===== src/rtl/assert_macros.svh =====
// ----------------------------------------------------------------------------
// assert_macros.svh
// Shared concurrent assertion macros, clocked on aclk.
// ----------------------------------------------------------------------------
`ifndef ASSERT_MACROS_SVH
`define ASSERT_MACROS_SVH

// Checked only outside reset
`define ASSERT_CLKD(lbl, prop, msg) \
    lbl: assert property (@(posedge aclk) disable iff (!aresetn) (prop)) \
        else $error(msg);

// Checked at every edge, reset included
`define ASSERT_CLK(lbl, prop, msg) \
    lbl: assert property (@(posedge aclk) (prop)) else $error(msg);

`endif


===== src/rtl/bsci_pkg.sv =====
// ----------------------------------------------------------------------------
// bsci_pkg
// Types, constants and helpers for the bitset cover intersect counter.
// ----------------------------------------------------------------------------
package bsci_pkg;

    localparam int unsigned DATA_W      = 64;
    localparam int unsigned CNT_W       = 7;
    localparam int unsigned SUM_W       = 17;
    localparam int unsigned NCLS_W      = 3;
    localparam int unsigned CLASS_INPUTS = 4;

    localparam logic [SUM_W-1:0]  SUM_LIMIT   = 17'd65536;
    localparam logic [NCLS_W-1:0] TWO_CLASSES = 3'd2;

    // Decoded class configuration
    typedef struct packed {
        logic                    two_mode;
        logic [CLASS_INPUTS-1:0] in_use;
    } cls_cfg_t;

    // Per-word counts handed from the count stage to the accumulator
    typedef struct packed {
        logic [DATA_W-1:0]                  word;
        logic [CNT_W-1:0]                   sup;
        logic [CLASS_INPUTS-1:0][CNT_W-1:0] cls_cnt;
        logic                               last;
    } count_t;

    function automatic logic [3:0] pop8(input logic [7:0] v);
        logic [3:0] n;
        n = '0;
        for (int i = 0; i < 8; i++) begin
            n = n + {3'b000, v[i]};
        end
        return n;
    endfunction

    // Byte-wise popcount
    function automatic logic [CNT_W-1:0] pop64(input logic [DATA_W-1:0] v);
        logic [CNT_W-1:0] n;
        n = '0;
        for (int b = 0; b < 8; b++) begin
            n = n + {3'b000, pop8(v[8*b +: 8])};
        end
        return n;
    endfunction

    function automatic logic [SUM_W-1:0] sat_add(input logic [SUM_W-1:0] a,
                                                 input logic [CNT_W-1:0] b);
        logic [SUM_W:0] s;
        s = {1'b0, a} + {{(SUM_W+1-CNT_W){1'b0}}, b};
        return (s > {1'b0, SUM_LIMIT}) ? SUM_LIMIT : s[SUM_W-1:0];
    endfunction

    // Clamp to 2..4 and to the build-time class limit
    function automatic cls_cfg_t cls_decode(input logic [NCLS_W-1:0] num,
                                            input int unsigned      max_cls);
        cls_cfg_t   c;
        logic [3:0] n;
        n = {1'b0, num};
        if (n < 4'd2) n = 4'd2;
        if (n > 4'd4) n = 4'd4;
        if (n > 4'(max_cls)) n = 4'(max_cls);
        c.two_mode = (n == 4'd2);
        for (int k = 0; k < CLASS_INPUTS; k++) begin
            c.in_use[k] = (4'(k) < n);
        end
        return c;
    endfunction

endpackage


===== src/rtl/bsci_accum.sv =====
// ----------------------------------------------------------------------------
// bsci_accum
// Saturating running sums and the result register.
// ----------------------------------------------------------------------------
`include "assert_macros.svh"

module bsci_accum (
    input  logic                                                   aclk,
    input  logic                                                   aresetn,
    input  logic                                                   cnt_valid,
    output logic                                                   cnt_ready,
    input  bsci_pkg::count_t                                       cnt,
    input  bsci_pkg::cls_cfg_t                                     cls_cfg,
    output logic                                                   out_valid,
    input  logic                                                   out_ready,
    output logic [bsci_pkg::DATA_W-1:0]                            new_word,
    output logic                                                   word_empty,
    output logic [bsci_pkg::CNT_W-1:0]                             word_support,
    output logic [bsci_pkg::SUM_W-1:0]                             total_support,
    output logic [bsci_pkg::CLASS_INPUTS-1:0][bsci_pkg::SUM_W-1:0] class_totals,
    output logic                                                   totals_valid
);

    logic [bsci_pkg::SUM_W-1:0]                              sup_sum_reg;
    logic [bsci_pkg::SUM_W-1:0]                              sup_sum_next;
    logic [bsci_pkg::CLASS_INPUTS-1:0][bsci_pkg::SUM_W-1:0]  cls_sum_reg;
    logic [bsci_pkg::CLASS_INPUTS-1:0][bsci_pkg::SUM_W-1:0]  cls_sum_next;
    logic [bsci_pkg::CLASS_INPUTS-1:0][bsci_pkg::SUM_W-1:0]  cls_out;

    logic                                                    out_valid_reg;
    logic [bsci_pkg::DATA_W-1:0]                             word_reg;
    logic                                                    empty_reg;
    logic [bsci_pkg::CNT_W-1:0]                              sup_reg;
    logic [bsci_pkg::SUM_W-1:0]                              tot_reg;
    logic [bsci_pkg::CLASS_INPUTS-1:0][bsci_pkg::SUM_W-1:0]  cls_tot_reg;
    logic                                                    last_reg;

    logic load;

    assign cnt_ready = !out_valid_reg || out_ready;
    assign load      = cnt_valid && cnt_ready;

    always_comb begin
        sup_sum_next = bsci_pkg::sat_add(sup_sum_reg, cnt.sup);
        for (int k = 0; k < bsci_pkg::CLASS_INPUTS; k++) begin
            cls_sum_next[k] = cls_cfg.in_use[k]
                            ? bsci_pkg::sat_add(cls_sum_reg[k], cnt.cls_cnt[k])
                            : cls_sum_reg[k];
            cls_out[k]      = cls_cfg.in_use[k] ? cls_sum_next[k] : '0;
        end
    end

    always_ff @(posedge aclk) begin
        if (!aresetn) begin
            out_valid_reg <= 1'b0;
            sup_sum_reg   <= '0;
            cls_sum_reg   <= '0;
        end else begin
            if (cnt_ready) begin
                out_valid_reg <= cnt_valid;
            end
            if (load) begin
                // sums restart after the last word of a run
                sup_sum_reg <= cnt.last ? '0 : sup_sum_next;
                cls_sum_reg <= cnt.last ? '0 : cls_sum_next;
            end
        end
    end

    always_ff @(posedge aclk) begin
        if (load) begin
            word_reg    <= cnt.word;
            empty_reg   <= (cnt.word == '0);
            sup_reg     <= cnt.sup;
            tot_reg     <= sup_sum_next;
            cls_tot_reg <= cls_out;
            last_reg    <= cnt.last;
        end
    end

    assign out_valid     = out_valid_reg;
    assign new_word      = word_reg;
    assign word_empty    = empty_reg;
    assign word_support  = sup_reg;
    assign total_support = tot_reg;
    assign class_totals  = cls_tot_reg;
    assign totals_valid  = last_reg;

    `ASSERT_CLK(a_reset_idle, !aresetn |=> !out_valid_reg,
        "result valid straight after reset")
    `ASSERT_CLKD(a_clear_after_last,
        (load && cnt.last) |=> (sup_sum_reg == '0 && cls_sum_reg == '0),
        "sums not cleared after last word")
    `ASSERT_CLKD(a_sum_saturates, sup_sum_reg <= bsci_pkg::SUM_LIMIT,
        "support sum beyond limit")
    `ASSERT_CLKD(a_cls0_le_support, cls_sum_reg[0] <= sup_sum_reg,
        "class zero sum exceeds support sum")

endmodule

===== config.mk =====
export PLATFORM = sky130hd
export DESIGN_NAME = bsci_accum
export DESIGN_NICKNAME = d
export VERILOG_FILES = /design/src/rtl/bsci_pkg.sv /design/src/rtl/bsci_accum.sv
export VERILOG_INCLUDE_DIRS = /design/src /design/src/rtl
export SDC_FILE = /design/constraint.sdc
export NUM_CORES = 1
export LEC_CHECK = 0
export BUFFER_PORTS_ARGS = -buffer_cell sky130_fd_sc_hd__buf_2
export CAP_MARGIN = 20
export CORE_ASPECT_RATIO = 0.8
export CORE_MARGIN = 1.5
export CORE_UTILIZATION = 40
export CTS_CLUSTER_SIZE = 25
export DETAILED_ROUTE_END_ITERATION = 7
export GPL_ROUTABILITY_DRIVEN = 1
export SLEW_MARGIN = 20
export SYNTH_ARGS = -nofsm -noshare
export SYNTH_HDL_FRONTEND = slang
export SYNTH_SLANG_ARGS = --single-unit

===== constraint.sdc =====
create_clock -name aclk -period 5.5 [get_ports aclk]
set_clock_uncertainty 0.2 [all_clocks]
set_input_delay 0.275 -clock aclk [delete_from_list [all_inputs] [get_ports aclk]]
set_output_delay 0.275 -clock aclk [all_outputs]
set_load 0.02 [all_outputs]

* Word-level counts from Yosys, hierarchy flattened *
Cells that the tools add are included.

word-level totals
  flip-flop bits (word level) = 244
  latch bits = 0
  bits in writable memories = 0
  memory bits (read-only) = 0
  output and inout port bits = 160
  logic and storage cells = 40
  memories = 0

cells by class
  $add $sub $neg = 5
  $mul = 0
  divide/modulo/power cells = 0
  $lt $le $gt $ge = 5
  eq/ne operators = 0
  shift-type cells = 0
  multiplexer cells = 11
  bitwise logic cells = 0
  reductions and logical operators = 4

operators by type and width
  operator              number
  $mux 17               10
  $add 17x7->18         5
  $gt 18x17->1 const B  5
  $mux 68               1
  $logic_not 64->1      1
  $logic_and 1x1->1     1
  $logic_not 1->1       1
  $logic_or 1x1->1      1

* Depth between registers and ports, before layout *
Gate-level depths: netlist of the first run.

  depth after elaboration = 5
  depth in mapped cells = 11
  gate-level depth less buffers = 11

* Worst setup path before layout of the first run *
OpenSTA, ideal clock, no wires.

  path kind = flip-flop to flip-flop
  start = reg out_valid_reg, in the netlist out_valid
  end = reg cls_sum_reg[57] in the netlist's numbering
  data arrival time = 5.051 ns
  required time = 5.167 ns
  setup slack = 0.115 ns
  cell stages (with the launch flop) = 9
  clock period less this slack = 5.385 ns
  cells stage by stage = dfxtp_1 > nand2b_1 > nand2_1 > inv_1 > o21ai_0 > and2_1 > clkbuf_1 > nand2_1 > o31ai_1

on the way
  cells in the longest elaborated chain, start to end = 3

RTL lines
  item                      RTL line          text
  start: declaration        bsci_accum.sv:30  logic out_valid_reg;
  start signal: assignment  bsci_accum.sv:60  out_valid_reg <= cnt_valid;
  $logic_not 1->1           bsci_accum.sv:40  assign cnt_ready = !out_valid_reg || out_ready;
  $logic_or 1x1->1          bsci_accum.sv:40
  via cnt_ready             bsci_accum.sv:11  output logic cnt_ready,
  $logic_and 1x1->1         bsci_accum.sv:41  assign load = cnt_valid && cnt_ready;
  via load                  bsci_accum.sv:38  logic load;
  end signal: assignment    bsci_accum.sv:65  cls_sum_reg <= cnt.last ? '0 : cls_sum_next;
  end: declaration          bsci_accum.sv:26  logic [bsci_pkg::CLASS_INPUTS-1:0][bsci_pkg::SUM_W-1:0] cls_sum_reg;

The timed path passes the listed nets, and every way through them passes these cells.
A chain may end at the register's enable or synchronous reset.

* Final worst setup path of the first run *
  start = in cnt[22] in the netlist's numbering
  end = reg cls_tot_reg (netlist bit class_totals[63]) (data pin)

on the way
  cells in the longest elaborated chain, start to end = 4

RTL lines
  item                    RTL line          text
  start: declaration      bsci_accum.sv:12  input bsci_pkg::count_t cnt,
  $add 17x7->18 (*)       bsci_pkg.sv:52    s = {1'b0, a} + {{(SUM_W+1-CNT_W){1'b0}}, b};
  $gt 18x17->1            bsci_pkg.sv:53    return (s > {1'b0, SUM_LIMIT}) ? SUM_LIMIT : s[SUM_W-1:0];
  $mux 17 (*)             bsci_pkg.sv:53
  $mux 17 (*)             bsci_accum.sv:47  ? bsci_pkg::sat_add(cls_sum_reg[k], cnt.cls_cnt[k])
  end signal: assignment  bsci_accum.sv:76  cls_tot_reg <= cls_out;
  end: declaration        bsci_accum.sv:35  logic [bsci_pkg::CLASS_INPUTS-1:0][bsci_pkg::SUM_W-1:0] cls_tot_reg;

Every way passes the cells marked *; elsewhere a longest branch is shown, timed or not.

==> run summary, run 1 <==
Status: finished, final reports clean
Mapped Avg Cell Area: 10.7 um^2
Primary FF master, synth: edfxtp_1
Count leader, synth: edfxtp_1
Routability cong.: 0.878
Synth warnings: 0
Max Fanout on Critical Path: 16
Syn Std Cell Area: 12200 um^2
Clock Latency Late Sink: 540 ps
Worst setup SP type: primary input
Num Clock Sinks: 244
Worst path required time: 5680 ps
Core Box Area: 30200 um^2
Longest Clk Path Bufs: 3
Initial antenna violation count: 3
Remaining antenna violation count: 0
Fin Hold WS: 29.6 ps
Overall Global Routing Usage: 21.3%
Final Hold Fails: 0
H-tree depth: 1
Asr flop ratio synth: 0%
Vias: 10394
DIE HEIGHT: 159 um
Max-slew headroom: 39.2%
Worst Setup End Kind: register
Worst setup path category: in2reg
Vias in the first global route: 9670
Io pins: 269
Post-synth top area share: 38.8%
Final core occ: 52.0%
Largest net degree at the start of global routing: 63
Overall routed net length: 35.2 mm
Final Max Tran Viols: 0
Post-synthesis register bit count: 244
Die Width: 199 um
# setup viols final: 0
Maxcap violations: 0
Peak VDD IR: 0.000179 V
First-pass GRT wire length: 53.1 mm
Standard-cell rows: 57
Synth top area cells: edfxtp_1 39%, dfxtp_1 14%, ha_1 3.6%
DRC Markers: 0
DP HPWL: 24.9 mm
CTS tree: yes
Number of buffers added on ports: 267
Via density: 5.40
Initial Utilization: 40.5%
First-iteration detailed-routing DRC count: 658
Number of flops mapped to enable cells by yosys: 158
Post_cts resized: 0
TNS Setup: 0 ps
GRT overflow: 0
Layout cells sized above 1: 23.8%
Fmax: 240 MHz
DR pass1 iterations: 4
Area grow syn2layout: 28.4%
Synth Net Count: 1296
Post-synth top cells: 158 x edfxtp_1, 98 x nand2_1, 90 x nor2_1, 86 x dfxtp_1, 55 x o21ai_0
Yosys cell types: 88
Crit share post-route: 75.6%
DR WL/cell: 18.3 um
Worst-path clk slew: 70 ps
Largest area contributor in the netlist: edfxtp_1
Min-Delay Path Class: in2reg
Leakage: 6.27 nW
Cells after synthesis: 1147
Root Driver: clkbuf_16
Final #Nets: 1636
Actual slew at the worst max-slew pin: 905 ps
CTS Buf Count: 26
DIE AREA: 31700 um^2
RSZ-0062 raised after global routing: false
Tmin final: 4160 ps
Register area share after synthesis: 52.9%
P per Cell Area: 290 nW/um^2
Critical path arrival: 4340 ps
[layout make-up]
class | count | area, um^2
fillers | 2756 | 14500
inverters | 34 | 133
multi-input cells | 826 | 5440
flip-flops and latches | 244 | 6470
well taps | 413 | 517
diodes | 4 | 10.0
clock buffers | 33 | 718
repair buffers | 355 | 2200
clock inverters | 15 | 225
[what timing repair did]
item,CTS,global route
setup buffers,0,0
hold endpoints to repair,85,0
hold buffers,81,0
endpoints found under the setup margin,0,0
[where the power goes]
group,switching (mW),leakage [nW],internal (mW)
registers,0.0268,2.25,2.04
logic,0.360,3.57,0.205
clock network,0.760,0.447,1.17
[stage by stage]
step	std cells	setup slack, ps	power, mW	cell area [um^2]
2_1_floorplan	1147	115	2.43	12200
3_3_place_gp	1791	1490	2.62	13900
3_5_place_dp	1791	1420	2.63	13900
4_1_cts	1920	1380	4.61	15700
5_1_grt	1921	1050	4.73	15700
6_report	1924	1340	4.56	15700
[cell usage in the layout, fill, tap and decap left out, types with 12 or more instances in the layout]
cell type and instances:
xnor2_1 30, clkbuf_16 27, a211oi_1 18, dlygate4sd3_1 81, ha_1 35, nor3_1 35
a21oi_1 50, nor2_1 90, inv_1 33, and3_1 14, a22o_1 18, buf_2 267
nand4_1 19, o21a_1 18, xor2_1 22, edfxtp_1 158, nor2b_1 28, nand3_1 34
and2_1 12, o21ai_0 55, nor4_1 28, a21o_1 27, nand2_1 98, dfxtp_1 86
[routing by layer]
metal | vias up | wire, um | global-route usage, %
li1 | 5040 | - | -
met1 | 4958 | 16000 | 29.4
met2 | 343 | 15800 | 33.8
met3 | 51 | 2560 | 4.66
met4 | 2 | 850 | 5.72
met5 | - | 10 | 0
[critical path, stage by stage]
cell,delay [ps]
dlygate4sd3_1,550
buf_2,130
ha_1,220
fa_1,430
a211oi_1,320
o21ai_0,330
nor2b_1,290
xnor2_1,280
nand4_1,330
o31ai_4,620
nand2_2,350
nor2_1,200
[path summary, 6_finish.rpt]
path | from | to | slack [ps] | depth (start not counted)
worst max-delay path | cnt[22] | class_totals[63] | 1340 | 12
worst min register to register | cls_sum_reg[6] | cls_sum_reg[6] | 250 | 2
worst min-delay path | cnt[2] | cls_sum_reg[1] | 30 | 3
worst max register to register | cls_sum_reg[51] | class_totals[63] | 1470 | 10
[kinds of logic (layout without fill, tap and decap cells)]
logic type	after synthesis	count (layout)	synth area share, %
simple gates	423	423	18.0
compound gates	307	307	18.1
flops	244	244	52.9
buf+inv	77	437	2.65
xor+xnor	52	52	3.72
fa+ha+maj	40	40	4.40
mux	4	4	0.337
other cells	0	4	0
Note: power is estimated with default switching activity, not from simulation.
==> inputs of run 2 (changes only) <==
==> constraint.sdc (replaced) <==
create_clock -name aclk -period 3.92 [get_ports aclk]
set_clock_uncertainty 0.2 [all_clocks]
set_input_delay 0.196 -clock aclk [delete_from_list [all_inputs] [get_ports aclk]]
set_output_delay 0.196 -clock aclk [all_outputs]
set_load 0.02 [all_outputs]
==> run summary, run 2 (synthesized netlist as in run 1, its figures left out) <==
Worst path required time: 4170 ps (-1510 ps)
Standard-cell rows: 57 (unchanged)
CTS tree: yes
Critical-path top delay cell: dlygate4sd3_1
Min-Delay Path Class: in2reg
DR WL/cell: 18.0 um (-1.4%)
Via density: 5.41 (+0.16%)
Fin Hold WS: 43.9 ps (+14.2 ps)
Final Max Tran Viols: 0 (unchanged)
Most frequent cells in the layout: 267 x buf_2, 158 x edfxtp_1, 97 x nand2_1
Area grow syn2layout: 30.0%
Die Width: 199 um (unchanged)
Worst-path clk slew: 60 ps (about the same)
CTS Buf Count: 26 (unchanged)
H-tree depth: 1 (unchanged)
Worst path bufs/invs: 2 (unchanged)
Worst Setup End Kind: register
DIE HEIGHT: 159 um (unchanged)
Max-slew headroom: 53.6% (+14 points)
DRC Markers: 0 (unchanged)
# setup viols final: 0 (unchanged)
Largest net degree at the start of global routing: 76 (+21%)
Worst setup path endpoint: cls_sum_reg[57]
Routability cong.: 0.901 (+2.6%)
Met3 Resource Use GR: 4.83% (+0.17 points)
Status: finished, final reports clean
Power, Total: 6.26 mW (+37%)
Tmin final: 3630 ps
Final #Nets: 1661 (+1.5%)
Commonest non-fill, non-tap cell in the layout: buf_2
Actual slew at the worst max-slew pin: 694 ps (-211 ps)
P per Cell Area: 394 nW/um^2 (+36%)
Crit path launch: cnt[22]
Leakage: 6.37 nW (+1.6%)
Critical path arrival: 3880 ps (-460 ps)
Remaining antenna violation count: 0 (unchanged)
First-iteration detailed-routing DRC count: 670 (+1.8%)
Worst setup path category: in2reg
Overall Global Routing Usage: 21.7% (+0.35 points)
R2R depth: 10 (unchanged)
DP HPWL: 24.4 mm (-1.8%)
Number of buffers added on ports: 267 (unchanged)
R2R setup slack: 320 ps (-1150 ps)
DR pass1 iterations: 5 (+1)
Crit share post-route: 92.7%
Core Box Area: 30200 um^2 (unchanged)
Worst-path cell chain: dlygate4sd3_1 > buf_2 > ha_1 > fa_1 > a211oi_1 > o21ai_1 > nor2b_1 > xnor2_1 > nand4_1 > o31ai_4 > nand2_2 > o31ai_1
TNS Setup: 0 ps (unchanged)
Max Fanout on Critical Path: 16 (unchanged)
CP top delay family: compound AO/OA/AOI/OAI gates
Maxcap violations: 0 (unchanged)
Vias: 10530 (+1.3%)
Met1 GRT Util: 29.7% (+0.28 points)
Initial antenna violation count: 1 (-2)
Reg2Reg Capture Point: cls_sum_reg[5]
GRT overflow: 0 (unchanged)
Cell depth of the worst setup path: 12 (unchanged)
Fmax: 275 MHz
Root Driver: clkbuf_16
R2R Path Start: cls_sum_reg[0]
Io pins: 269 (unchanged)
Num Clock Sinks: 244 (unchanged)
First-pass GRT wire length: 54.4 mm (+2.5%)
Layout cells sized above 1: 24.6% (+0.85 points)
Initial Utilization: 40.5% (unchanged)
Longest Clk Path Bufs: 3 (unchanged)
Overall routed net length: 35.1 mm (-0.22%)
Final core occ: 52.6% (+0.63 points)
Worst Min Path Start: cnt[5]
Worst setup SP type: primary input
DIE AREA: 31700 um^2 (unchanged)
Final Hold Fails: 0 (unchanged)
Max incr delay on CP: 550 ps (-70 ps)
GRT met2 Usage: 33.6% (-0.19 points)
Clock Latency Late Sink: 540 ps (about the same)
GRT busiest layer: met2
Vias in the first global route: 9989 (+3.3%)
Peak VDD IR: 0.000353 V (+97%)
RSZ-0062 raised after global routing: false
[run 2: changes by cell type in the layout (fill, tap and decap cells not counted), sizes merged]
| cell | delta |
|---|---|
| inv | -1 |
| dlygate4sd3 | +9 |
| buf | +16 |
| clkbuf | -1 |
| diode | -3 |
| clkinv | +1 |
| clkinvlp | +2 |
| bufinv | -1 |
[run 2: through the flow]
step / instances / cell area (um^2) / setup slack, ps
final: 1946 / 15900 / 288
after global routing: 1945 / 15900 / 42.7
after CTS: 1945 / 15900 / 246
after detailed placement: 1807 / 14100 / 289
after global placement: 1807 / 14100 / 314
after floorplan: 1147 / 12300 / -18.7
[run 2: tightest hold or removal path, delay by kind of cell]
family	cells	cell delay, ps
compound gates	1	130
buf+inv	1	80
xor+xnor	1	140
fa+ha+maj	1	200
[run 2: area by class of cell]
class	instances	area, um^2
timing repair buffer	380	2430
inverter	34	131
fill	2732	14300
clock inverter	16	208
antenna	1	2.50
tap	413	517
sequential	244	6470
clock buffer	32	673
multi-input combinational	826	5470
[run 2: where the power goes]
| part | internal (mW) | switching (mW) | total (mW) |
|---|---|---|---|
| sequential | 2.87 | 0.0365 | 2.90 |
| clock | 1.50 | 1.05 | 2.54 |
| combinational | 0.305 | 0.508 | 0.813 |
| total | 4.67 | 1.59 | 6.26 |
[run 2: worst min-delay path by stage]
stage                                end  cells past startpoint
after floorplan              new_word[0]                      0
after global placement      new_word[40]                      1
after detailed placement    new_word[45]                      1
after CTS                 cls_sum_reg[4]                      4
after global routing      cls_sum_reg[2]                      4
final                     cls_sum_reg[4]                      4
[run 2: repair_timing]
action                     in CTS  in global routing
hold buffers                   90                  0
setup endpoints to repair       0                 15
gates resized for setup         0                  2
setup buffers                   0                  0
hold endpoints to repair      113                  0
[run 2: per-layer routing]
layer	up-vias	part of all wire, %
li1	5091	-
met1	4987	45
met2	379	44
met3	71	7.2
met4	2	3.7
met5	-	0.048
==> inputs of run 3 (changes only) <==
--- a/config.mk
+++ b/config.mk
@@ -14,6 +14,7 @@
 export CTS_CLUSTER_SIZE = 25
 export DETAILED_ROUTE_END_ITERATION = 7
 export GPL_ROUTABILITY_DRIVEN = 1
+export RECOVER_POWER = 100
 export SLEW_MARGIN = 20
 export SYNTH_ARGS = -nofsm -noshare
 export SYNTH_HDL_FRONTEND = slang
==> run summary, run 3 (synthesized netlist as in run 1, its figures left out) <==
R2R depth: 10 (unchanged)
Initial Utilization: 40.5% (unchanged)
Met3 Resource Use GR: 4.83% (unchanged)
DP HPWL: 24.4 mm (unchanged)
Root Driver: clkbuf_16
Fin Hold WS: 50.5 ps (+6.60 ps)
Final core occ: 51.3% (-1.3 points)
DIE HEIGHT: 159 um (unchanged)
Overall Global Routing Usage: 21.7% (unchanged)
GRT overflow: 0 (unchanged)
R2R setup slack: 290 ps (-30 ps)
DR pass1 iterations: 7 (+2)
Crit share post-route: 93.5% (+0.83 points)
Reg2Reg Capture Point: cls_sum_reg[62]
RSZ-0062 raised after global routing: false
Power, Total: 6.21 mW (-0.72%)
Largest net degree at the start of global routing: 76 (unchanged)
Vias: 10508 (-0.21%)
Status: finished, final reports clean
Place WS: 289 ps (unchanged)
Crit path launch: cnt[22]
Num Clock Sinks: 244 (unchanged)
Sw frac: 25.5% (+0.15 points)
H-tree depth: 1 (unchanged)
Actual slew at the worst max-slew pin: 1210 ps (+516 ps)
Core Box Area: 30200 um^2 (unchanged)
Final Cell Area: 15500 um^2 (-2.4%)
Vias in the first global route: 9989 (unchanged)
Setup Buffers After CTS: 0 (unchanged)
Die Width: 199 um (unchanged)
R2R Path Start: cls_sum_reg[51]
Max Fanout on Critical Path: 7 (-9)
Final Max Tran Viols: 0 (unchanged)
First-iteration detailed-routing DRC count: 664 (-0.90%)
DRC Markers: 0 (unchanged)
Commonest non-fill, non-tap cell in the layout: clkbuf_1
Worst Min Path Start: cnt[5]
CTS tree: yes
Internal Power: 4.63 mW (-0.91%)
Final #Nets: 1661 (unchanged)
# setup viols final: 0 (unchanged)
Remaining antenna violation count: 0 (unchanged)
Overall routed net length: 35.1 mm (about the same)
Number of buffers added on ports: 267 (unchanged)
Via density: 5.40 (-0.21%)
Initial antenna violation count: 1 (unchanged)
Tmin final: 3660 ps (+32.5 ps)
Io pins: 269 (unchanged)
Worst setup SP type: primary input
Longest Clk Path Bufs: 3 (unchanged)
CTS Buf Count: 26 (unchanged)
Min-Delay Path Class: in2reg
TNS Setup: 0 ps (unchanged)
Fmax: 273 MHz (-0.89%)
Worst path required time: 4150 ps (-20 ps)
Clock Latency Late Sink: 540 ps (about the same)
P per Cell Area: 400 nW/um^2 (+1.7%)
Maxcap violations: 0 (unchanged)
Met1 GRT Util: 29.7% (unchanged)
Peak VDD IR: 0.000355 V (+0.47%)
DR WL/cell: 18.0 um (about the same)
Sequential share of power: 46.8% (+0.4 points)
Gate power share: 12.3% (-0.7 points)
DIE AREA: 31700 um^2 (unchanged)
Routability cong.: 0.901 (unchanged)
GRT busiest layer: met2
Critical path arrival: 3900 ps (+20 ps)
Max-slew headroom: 18.9% (-35 points)
Clock power share: 40.8% (+0.2 points)
Placed cell count: 1807 (unchanged)
Layout cells sized above 1: 8.81% (-16 points)
Worst setup path endpoint: cls_sum_reg[62]
Worst setup path category: in2reg
Worst-path clk slew: 70 ps (about the same)
Final Hold Fails: 0 (unchanged)
Area grow syn2layout: 26.9%
Final Non-Filler Cells: 1946 (unchanged)
Standard-cell rows: 57 (unchanged)
First-pass GRT wire length: 54.4 mm (unchanged)
Psw: 1.59 mW (-0.15%)
Most frequent cells in the layout: 242 x clkbuf_1, 158 x edfxtp_1, 97 x nand2_1
Worst setup margin: 255 ps (-32.5 ps)
Placement-stage cell area: 14100 um^2 (unchanged)
GRT met2 Usage: 33.6% (unchanged)
Worst Setup End Kind: register
Leakage: 5.65 nW (-11%)
run 3: cell count changes in the layout (fill, tap and decap cells not counted), moves of 3 or more:
cell and delta:
and2_0 +4, and2_1 -3, buf_2 -228, buf_4 -10
clkbuf_1 +236, o21ai_0 +6, o21ai_1 -6
run 3: worst min-delay path by stage:
| stage | to | slack [ps] | cells past startpoint |
|---|---|---|---|
| after detailed placement | new_word[45] | 190 | 1 |
| after global placement | new_word[40] | 190 | 1 |
| after global routing | cls_sum_reg[2] | 60 | 4 |
| after floorplan | new_word[0] | 90 | 0 |
| final | cls_sum_reg[4] | 50 | 4 |
| after CTS | cls_sum_reg[4] | 10 | 4 |
run 3: cell type report:
class	instances	area (um^2)
tap	413	517
multi-input combinational	826	5440
clock inverter	16	208
sequential	244	6470
inverter	34	129
timing repair buffer	380	2090
clock buffer	32	673
antenna	1	2.50
fill	2897	14700
run 3: power by group through the flow:
stage / Sequential (mW) / Clock, mW / Combinational (mW)
final: 2.91 / 2.54 / 0.767
after global routing: 2.92 / 2.72 / 0.834
after CTS: 2.90 / 2.63 / 0.810
after detailed placement: 2.96 / 0 / 0.735
after global placement: 2.96 / 0 / 0.733
after floorplan: 3.10 / 0 / 0.314
run 3: repair_timing:
item                       4_1_cts  5_1_grt
hold buffers                    90        0
resized for setup                0        2
setup endpoints to repair        0       15
hold endpoints to repair       113        0
run 3: worst max-delay path, cell delays in order:
cell and delay [ps]:
dlygate4sd3_1 550, buf_2 130, ha_1 240, fa_1 430, a211oi_1 370, o21ai_1 250, nor2b_1 230, xnor2_1 290
nand4_1 350, o31ai_4 450, nand2_1 90, o311ai_0 300
run 3: routing by layer:
| layer | vias up | part of all wire (%) | wire length, um |
|---|---|---|---|
| li1 | 5092 | - | - |
| met2 | 352 | 44 | 15600 |
| met5 | - | 0.048 | 17 |
| met1 | 4989 | 45 | 15800 |
| met3 | 73 | 7.2 | 2520 |
| met4 | 2 | 3.6 | 1260 |
